**config.mk**
```make
export PLATFORM = sky130hd
export DESIGN_NAME = tick_to_ohlc_bar_aggregator
export DESIGN_NICKNAME = d
export VERILOG_FILES = /design/src/rtl/ohlc_pkg.sv /design/src/rtl/ohlc_front.sv /design/src/rtl/ohlc_queue.sv /design/src/rtl/ohlc_back.sv /design/src/rtl/tick_to_ohlc_bar_aggregator.sv
export SDC_FILE = /design/constraint.sdc
export NUM_CORES = 1
export LEC_CHECK = 0
export ABC_AREA = 1
export BUFFER_PORTS_ARGS = -buffer_cell sky130_fd_sc_hd__buf_2
export CAP_MARGIN = 5
export CORE_ASPECT_RATIO = 1.4
export CORE_UTILIZATION = 55
export CTS_CLUSTER_SIZE = 8
export DETAILED_ROUTE_END_ITERATION = 7
export PLACE_DENSITY = 0.79
export SYNTH_ARGS = -nofsm -noshare
export SYNTH_HDL_FRONTEND = slang
export SYNTH_SLANG_ARGS = --single-unit
```
**constraint.sdc**
```tcl
create_clock -name clk -period 13.68 [get_ports clk]
set_input_delay 1.368 -clock clk [delete_from_list [all_inputs] [get_ports clk]]
set_output_delay 1.368 -clock clk [all_outputs]
set_load 0.03 [all_outputs]
```
**src/rtl/ohlc_pkg.sv**
```systemverilog
// Shared types and constants for the tick to OHLC bar aggregator.
`default_nettype none

package ohlc_pkg;

  localparam int TS_W    = 40;
  localparam int PRICE_W = 32;
  localparam int LEN_W   = 17;

  localparam logic [LEN_W-1:0] BAR_SECONDS_RESET = LEN_W'(60);

  localparam logic CMD_TICK  = 1'b0;
  localparam logic CMD_FLUSH = 1'b1;

  localparam int DIV_BITS  = 4;
  localparam int DIV_STEPS = TS_W / DIV_BITS;
  localparam int CNT_W     = $clog2(DIV_STEPS);

  typedef struct packed {
    logic                 is_flush;
    logic [TS_W-1:0]      start;
    logic [PRICE_W-1:0]   mid;
  } queue_entry_t;

  typedef struct packed {
    logic [TS_W-1:0]    bar_start;
    logic [PRICE_W-1:0] open_price;
    logic [PRICE_W-1:0] high_price;
    logic [PRICE_W-1:0] low_price;
    logic [PRICE_W-1:0] close_price;
    logic [PRICE_W-1:0] tick_count;
  } bar_t;

endpackage

`default_nettype wire

```
**src/rtl/ohlc_front.sv**
```systemverilog
// Front end: accepts ticks, drops invalid ones, forms the mid price and the bar start.
`default_nettype none

module ohlc_front (
  input  wire logic                         clk,
  input  wire logic                         rst,
  input  wire logic                         cfg_valid,
  output logic                              cfg_ready,
  input  wire logic [ohlc_pkg::LEN_W-1:0]   bar_seconds,
  input  wire logic                         in_valid,
  output logic                              in_stall,
  input  wire logic                         cmd,
  input  wire logic [ohlc_pkg::TS_W-1:0]    timestamp,
  input  wire logic [ohlc_pkg::PRICE_W-1:0] bid,
  input  wire logic [ohlc_pkg::PRICE_W-1:0] ask,
  output logic                              push_valid,
  output ohlc_pkg::queue_entry_t            push_entry,
  input  wire logic                         queue_full
);
  import ohlc_pkg::*;

  typedef enum logic [1:0] {ST_IDLE, ST_DIV, ST_PUSH} state_t;

  localparam logic [CNT_W-1:0] STEP_LAST = CNT_W'(DIV_STEPS - 1);

  state_t             state;
  logic [LEN_W-1:0]   bar_len;
  logic [LEN_W-1:0]   len_eff;
  logic [TS_W-1:0]    ts_hold;
  logic [TS_W-1:0]    ts_shift;
  logic [LEN_W-1:0]   rem;
  logic [LEN_W-1:0]   rem_next;
  logic [CNT_W-1:0]   step_cnt;
  logic               is_flush;
  logic [PRICE_W-1:0] mid;
  logic [PRICE_W:0]   mid_sum;

  assign len_eff = (bar_len == '0) ? LEN_W'(1) : bar_len;
  assign mid_sum = {1'b0, bid} + {1'b0, ask};

  always_comb begin : div_step
    logic [LEN_W:0]   trial;
    logic [LEN_W-1:0] r;
    r = rem;
    trial = '0;
    for (int i = 0; i < DIV_BITS; i++) begin
      trial = {r, ts_shift[TS_W-1-i]};
      if (trial >= {1'b0, len_eff}) begin
        trial = trial - {1'b0, len_eff};
      end
      r = trial[LEN_W-1:0];
    end
    rem_next = r;
  end

  always_ff @(posedge clk) begin
    if (rst) begin
      state   <= ST_IDLE;
      bar_len <= BAR_SECONDS_RESET;
    end else begin
      if (cfg_valid) begin
        bar_len <= bar_seconds;
      end
      case (state)
        ST_IDLE: begin
          if (in_valid) begin
            if (cmd == CMD_FLUSH) begin
              is_flush <= 1'b1;
              state    <= ST_PUSH;
            end else if (bid != '0 && ask != '0) begin
              is_flush <= 1'b0;
              mid      <= mid_sum[PRICE_W:1];
              ts_hold  <= timestamp;
              ts_shift <= timestamp;
              rem      <= '0;
              step_cnt <= '0;
              state    <= ST_DIV;
            end
          end
        end
        ST_DIV: begin
          rem      <= rem_next;
          ts_shift <= ts_shift << DIV_BITS;
          step_cnt <= step_cnt + CNT_W'(1);
          if (step_cnt == STEP_LAST) begin
            state <= ST_PUSH;
          end
        end
        ST_PUSH: begin
          if (!queue_full) begin
            state <= ST_IDLE;
          end
        end
        default: state <= ST_IDLE;
      endcase
    end
  end

  assign cfg_ready           = 1'b1;
  assign in_stall            = (state != ST_IDLE);
  assign push_valid          = (state == ST_PUSH);
  assign push_entry.is_flush = is_flush;
  assign push_entry.start    = ts_hold - {{(TS_W-LEN_W){1'b0}}, rem};
  assign push_entry.mid      = mid;

endmodule

`default_nettype wire

```
**src/rtl/ohlc_queue.sv**
```systemverilog
// Short queue of classified ticks between the front end and the bar logic.
`default_nettype none

module ohlc_queue #(
  parameter int DEPTH = 2
) (
  input  wire logic                    clk,
  input  wire logic                    rst,
  input  wire logic                    push_valid,
  input  wire ohlc_pkg::queue_entry_t  push_entry,
  output logic                         queue_full,
  input  wire logic                    pop_ready,
  output logic                         queue_empty,
  output ohlc_pkg::queue_entry_t       head_entry
);
  import ohlc_pkg::*;

  localparam int PTR_W = $clog2(DEPTH);
  localparam int CNT_QW = $clog2(DEPTH + 1);
  localparam logic [PTR_W-1:0] PTR_LAST = PTR_W'(DEPTH - 1);
  localparam logic [CNT_QW-1:0] CNT_FULL = CNT_QW'(DEPTH);

  queue_entry_t      slots [DEPTH];
  logic [PTR_W-1:0]  wr_ptr;
  logic [PTR_W-1:0]  rd_ptr;
  logic [CNT_QW-1:0] fill;
  logic              do_push;
  logic              do_pop;

  assign queue_full  = (fill == CNT_FULL);
  assign queue_empty = (fill == '0);
  assign do_push     = push_valid && !queue_full;
  assign do_pop      = pop_ready && !queue_empty;
  assign head_entry  = slots[rd_ptr];

  always_ff @(posedge clk) begin
    if (do_push) begin
      slots[wr_ptr] <= push_entry;
    end
  end

  always_ff @(posedge clk) begin
    if (rst) begin
      wr_ptr <= '0;
      rd_ptr <= '0;
      fill   <= '0;
    end else begin
      if (do_push) begin
        wr_ptr <= (wr_ptr == PTR_LAST) ? '0 : wr_ptr + PTR_W'(1);
      end
      if (do_pop) begin
        rd_ptr <= (rd_ptr == PTR_LAST) ? '0 : rd_ptr + PTR_W'(1);
      end
      if (do_push && !do_pop) begin
        fill <= fill + CNT_QW'(1);
      end else if (do_pop && !do_push) begin
        fill <= fill - CNT_QW'(1);
      end
    end
  end

endmodule

`default_nettype wire

```
**src/rtl/ohlc_back.sv**
```systemverilog
// Bar logic: keeps the open bar and registers each finished bar for output.
`default_nettype none

module ohlc_back (
  input  wire logic                    clk,
  input  wire logic                    rst,
  input  wire logic                    queue_empty,
  input  wire ohlc_pkg::queue_entry_t  head_entry,
  output logic                         pop_ready,
  output logic                         out_valid,
  input  wire logic                    out_stall,
  output ohlc_pkg::bar_t               result
);
  import ohlc_pkg::*;

  logic               bar_open;
  logic [TS_W-1:0]    cur_start;
  logic [PRICE_W-1:0] open_reg;
  logic [PRICE_W-1:0] high_reg;
  logic [PRICE_W-1:0] low_reg;
  logic [PRICE_W-1:0] close_reg;
  logic [PRICE_W-1:0] count_reg;
  logic               take;
  logic               new_bar;
  logic               emit;

  assign pop_ready = !out_valid || !out_stall;
  assign take      = pop_ready && !queue_empty;
  assign new_bar   = !head_entry.is_flush && (!bar_open || head_entry.start != cur_start);
  assign emit      = take && bar_open && (head_entry.is_flush || new_bar);

  always_ff @(posedge clk) begin
    if (emit) begin
      result.bar_start   <= cur_start;
      result.open_price  <= open_reg;
      result.high_price  <= high_reg;
      result.low_price   <= low_reg;
      result.close_price <= close_reg;
      result.tick_count  <= count_reg;
    end
  end

  always_ff @(posedge clk) begin
    if (rst) begin
      out_valid <= 1'b0;
      bar_open  <= 1'b0;
      cur_start <= '0;
      open_reg  <= '0;
      high_reg  <= '0;
      low_reg   <= '0;
      close_reg <= '0;
      count_reg <= '0;
    end else begin
      if (emit) begin
        out_valid <= 1'b1;
      end else if (!out_stall) begin
        out_valid <= 1'b0;
      end
      if (take) begin
        if (head_entry.is_flush) begin
          bar_open  <= 1'b0;
          cur_start <= '0;
          open_reg  <= '0;
          high_reg  <= '0;
          low_reg   <= '0;
          close_reg <= '0;
          count_reg <= '0;
        end else if (new_bar) begin
          bar_open  <= 1'b1;
          cur_start <= head_entry.start;
          open_reg  <= head_entry.mid;
          high_reg  <= head_entry.mid;
          low_reg   <= head_entry.mid;
          close_reg <= head_entry.mid;
          count_reg <= PRICE_W'(1);
        end else begin
          if (head_entry.mid > high_reg) begin
            high_reg <= head_entry.mid;
          end
          if (head_entry.mid < low_reg) begin
            low_reg <= head_entry.mid;
          end
          close_reg <= head_entry.mid;
          if (count_reg != '1) begin
            count_reg <= count_reg + PRICE_W'(1);
          end
        end
      end
    end
  end

endmodule

`default_nettype wire

```
**src/rtl/tick_to_ohlc_bar_aggregator.sv**
```systemverilog
// Top level of the tick to OHLC bar aggregator.
//
//   channel | handshake            | payload
//   --------+----------------------+------------------------------------------------
//   cfg     | cfg_valid, cfg_ready | bar_seconds
//   in      | in_valid, in_stall   | cmd, timestamp, bid, ask
//   out     | out_valid, out_stall | bar_start, open/high/low/close_price, tick_count
//
// A valid tick holds the input while it is accepted, while the bar start remainder
// unit works at four timestamp bits per cycle, and until the queue takes it.
// A flush is accepted and then enters the queue; a tick with a zero price is dropped.
// Reset restores a bar length of 60 seconds and leaves no bar open.
// The bar logic drains the queue while out_stall is low or no result is held.
`default_nettype none

module tick_to_ohlc_bar_aggregator #(
  parameter int QUEUE_DEPTH = 2
) (
  input  wire logic                         clk,
  input  wire logic                         rst,
  input  wire logic                         cfg_valid,
  output logic                              cfg_ready,
  input  wire logic [ohlc_pkg::LEN_W-1:0]   bar_seconds,
  input  wire logic                         in_valid,
  output logic                              in_stall,
  input  wire logic                         cmd,
  input  wire logic [ohlc_pkg::TS_W-1:0]    timestamp,
  input  wire logic [ohlc_pkg::PRICE_W-1:0] bid,
  input  wire logic [ohlc_pkg::PRICE_W-1:0] ask,
  output logic                              out_valid,
  input  wire logic                         out_stall,
  output logic [ohlc_pkg::TS_W-1:0]         bar_start,
  output logic [ohlc_pkg::PRICE_W-1:0]      open_price,
  output logic [ohlc_pkg::PRICE_W-1:0]      high_price,
  output logic [ohlc_pkg::PRICE_W-1:0]      low_price,
  output logic [ohlc_pkg::PRICE_W-1:0]      close_price,
  output logic [ohlc_pkg::PRICE_W-1:0]      tick_count
);
  import ohlc_pkg::*;

  logic         push_valid;
  queue_entry_t push_entry;
  logic         queue_full;
  logic         pop_ready;
  logic         queue_empty;
  queue_entry_t head_entry;
  bar_t         result;

  ohlc_front u_front (
    .clk        (clk),
    .rst        (rst),
    .cfg_valid  (cfg_valid),
    .cfg_ready  (cfg_ready),
    .bar_seconds(bar_seconds),
    .in_valid   (in_valid),
    .in_stall   (in_stall),
    .cmd        (cmd),
    .timestamp  (timestamp),
    .bid        (bid),
    .ask        (ask),
    .push_valid (push_valid),
    .push_entry (push_entry),
    .queue_full (queue_full)
  );

  ohlc_queue #(
    .DEPTH(QUEUE_DEPTH)
  ) u_queue (
    .clk        (clk),
    .rst        (rst),
    .push_valid (push_valid),
    .push_entry (push_entry),
    .queue_full (queue_full),
    .pop_ready  (pop_ready),
    .queue_empty(queue_empty),
    .head_entry (head_entry)
  );

  ohlc_back u_back (
    .clk        (clk),
    .rst        (rst),
    .queue_empty(queue_empty),
    .head_entry (head_entry),
    .pop_ready  (pop_ready),
    .out_valid  (out_valid),
    .out_stall  (out_stall),
    .result     (result)
  );

  assign bar_start   = result.bar_start;
  assign open_price  = result.open_price;
  assign high_price  = result.high_price;
  assign low_price   = result.low_price;
  assign close_price = result.close_price;
  assign tick_count  = result.tick_count;

endmodule

`default_nettype wire
```
==> flow_summary.toml <==
[critical_path]
crit_path_frequent_cell = "nand2_1"
start_kind = "register"
worstSetupEndpointType = "register"
setup.worst_path.start = "u_front.bar_len[13]$_SDFFE_PP0P_"
worst_ep_arrival_time_ps = 11640
required_ps = 14050
max_stage_delay_ps = 740
criticalPathCategory = "register to register"
cp_slowest_cell = "nand4_1"
cp_max_fo = 29
r2r-start = "u_front.bar_len[13]$_SDFFE_PP0P_"

[global_route]
antenna_found_initial = 3
met2_usage_pct = 52.6
grt_pass1_vias = 26731
met3_usage_pct = 4.02
grt.busiest_layer = "met2"
met1_usage_pct = 34.6
grt_start_max_net_pins = 139
grt.total_usage_pct = 30.3
grt_pass1_wl_um = 147000
overflow = 0

[cells_and_area]
final-seq-area_um2 = 18900
top_regs = "u_back.result: 200 flops, u_queue.slots: 146 flops"
fillers = 5102
finalInstanceArea_um2 = 39800
fin_cells = 4977
layout-drive-gt1-share_pct = 12.9
nets = 4386
largest_reg_flops = 200
multi_input_area_um2 = 13500
largest-register = "u_back.result"
area_growth_syn_to_layout_pct = 15.0

[sta]
worst_pin_slew_ps = 1000
slew-limit-headroom_pct = 33.0
rsz0062_at_grt = "false"
final.min_clock_period_ps = 11270
skew_ps = 21.7
hold_viol = 0
finalCritPeriodShare_pct = 82.4
finalSetupViolations = 0
max_freq_ghz = 0.0888
slew_violations = 0
setup_tns_ps = 0

[clocking]
clk_latency_ps = 650
cts_root_buffer = "clkbuf_16"
cts_tree = "done"
cts_hold_buf = 0
post-cts-setup-buffer-count = 0
clock-sinks = 706
cts_resized = 0
cts.path.max_buffers = 3
path_clk_slew_ps = 50
htree_levels = 3
cts_buffers = 98

[detailed_routing]
drt.antenna.violating_nets = 0
dr.pass1.iters = 5
routed_wl_um = 95900
wl_per_cell_um = 19.3
drt-vias-per-instance = 5.45
drc = 0
vias = 27108
first_iter_violations = 2034

[logic_synthesis]
yosys.area.top_type = "edfxtp_1"
ys_seq_elements = 706
synth_warnings = 0
synth.cell_area_um2 = 34600
async_flop_share_pct = 0
syn_nets = 4044
ys_seq_area_share_pct = 54.8
syn_avg_cell_area_um2 = 9.27
yosysUniqueCellTypes = 54
synthCells = 3728
synth.area.top_cells = "edfxtp_1 (42%), dfxtp_1 (13%), nand2_1 (9.1%), ha_1 (6.6%), inv_1 (4.6%)"
synth_top_cell_area_share_pct = 41.7
synth-edff-count = 480
synth_flop_cell = "edfxtp_1"

[die]
initial_core_util_pct = 55.7
die_w_um = 214
io_pins = 330
fp.dieH_um = 299
rows = 108
die-area_um2 = 63900
core_um2 = 62000

[place]
dpl_cell_area_um2 = 36900
place_congestion = 1.09
placedCellCount = 4795
dp_hpwl_um = 71600
io_buffers = 328

[flow_run]
max_cap_violations = 0

[worst_hold_path]
hold_class = "register to register"
min_from = "u_back.low_reg[9]$_SDFFE_PP0P_"

[run_status]
status = "finished clean"
## cell families (layout without fill, tap and decap cells)
| group | Yosys count | in the layout | synth area share, % |
|---|---|---|---|
| AOI/OAI and AO/OA | 607 | 607 | 9.32 |
| xor gates and xnor gates | 145 | 145 | 3.67 |
| adders and majority gates | 189 | 189 | 6.97 |
| buffers and inverters | 536 | 959 | 6.25 |
| DFF | 706 | 706 | 54.8 |
| muxes | 8 | 8 | 0.232 |
| other | 1 | 2 | 0.0108 |
| and+or+nand+nor | 1536 | 1536 | 18.8 |
## cells in the final DEF, fill, tap and decap left out, drive strengths merged, types with 33 or more instances in the layout
cell type,n
nand2,846
nor3,52
xnor2,63
or2,59
xor2,82
inv,431
nand3,162
ha,183
dfxtp,226
o21ai,284
nand4,44
clkbuf,175
buf,348
nor4,33
nor2,326
edfxtp,480
a21oi,254
## path summary, 6_finish.rpt
check,to,slack [ps],depth (start not counted)
setup reg to reg,u_front.rem[2]$_SDFFCE_PN0P_,2410,54
hold reg to reg,u_back.result[73]$_DFFE_PP_,420,0
hold / removal,u_back.result[73]$_DFFE_PP_,420,0
setup / recovery,u_front.rem[2]$_SDFFCE_PN0P_,2410,54
## per-stage QoR
step                worst slack (ps)  hold WS (ps)  utilization [%]
floorplan                       4260           403                -
global placement                2770           409             59.5
detailed placement              2500           410             59.5
CTS                             2450           420             64.1
global route                    1250           423             64.1
finish                          2410           423             64.1
## worst max-delay path: cells and delay by family, from the launching register on
family          cells  cell delay (ps)
buf+inv             6              460
compound gates     10             2750
simple gates       33             5470
flops               1              300
fa+ha+maj           5             1950
## Yosys cell counts, types with 10 or more instances
| library cell | n |
|---|---|
| o21ai_0 | 266 |
| or2_2 | 52 |
| nand2_1 | 840 |
| edfxtp_1 | 480 |
| buf_2 | 24 |
| nor3_1 | 52 |
| buf_4 | 11 |
| nand4_1 | 44 |
| o21ai_1 | 14 |
| nor4_1 | 32 |
| xnor2_1 | 63 |
| nand3_1 | 157 |
| dfxtp_1 | 226 |
| nor2_1 | 324 |
| xor2_1 | 82 |
| inv_1 | 424 |
| a21oi_1 | 254 |
| buf_6 | 10 |
| ha_1 | 183 |
| clkbuf_1 | 57 |
## final cells by class
type | count | area share, %
multi-input cells | 2486 | 34.0
clock buffers | 175 | 6.98
well taps | 825 | 2.60
flip-flops and latches | 706 | 47.6
diodes | 1 | 0.00630
repair buffers | 348 | 4.51
clock inverters | 6 | 0.186
inverters | 430 | 4.08
## per-layer routing
layer  vias up  share of wire (%)  wire [µm]
li1      13256                  -          -
met1     12583                 38      36100
met2       988                 50      48100
met3       279                5.2       4970
met4         2                7.0       6700
met5         -              0.013         12
Power is left out: the tool's default activity adds up to more than one toggle a clock period on the data nets, which glitch-free logic cannot reach.
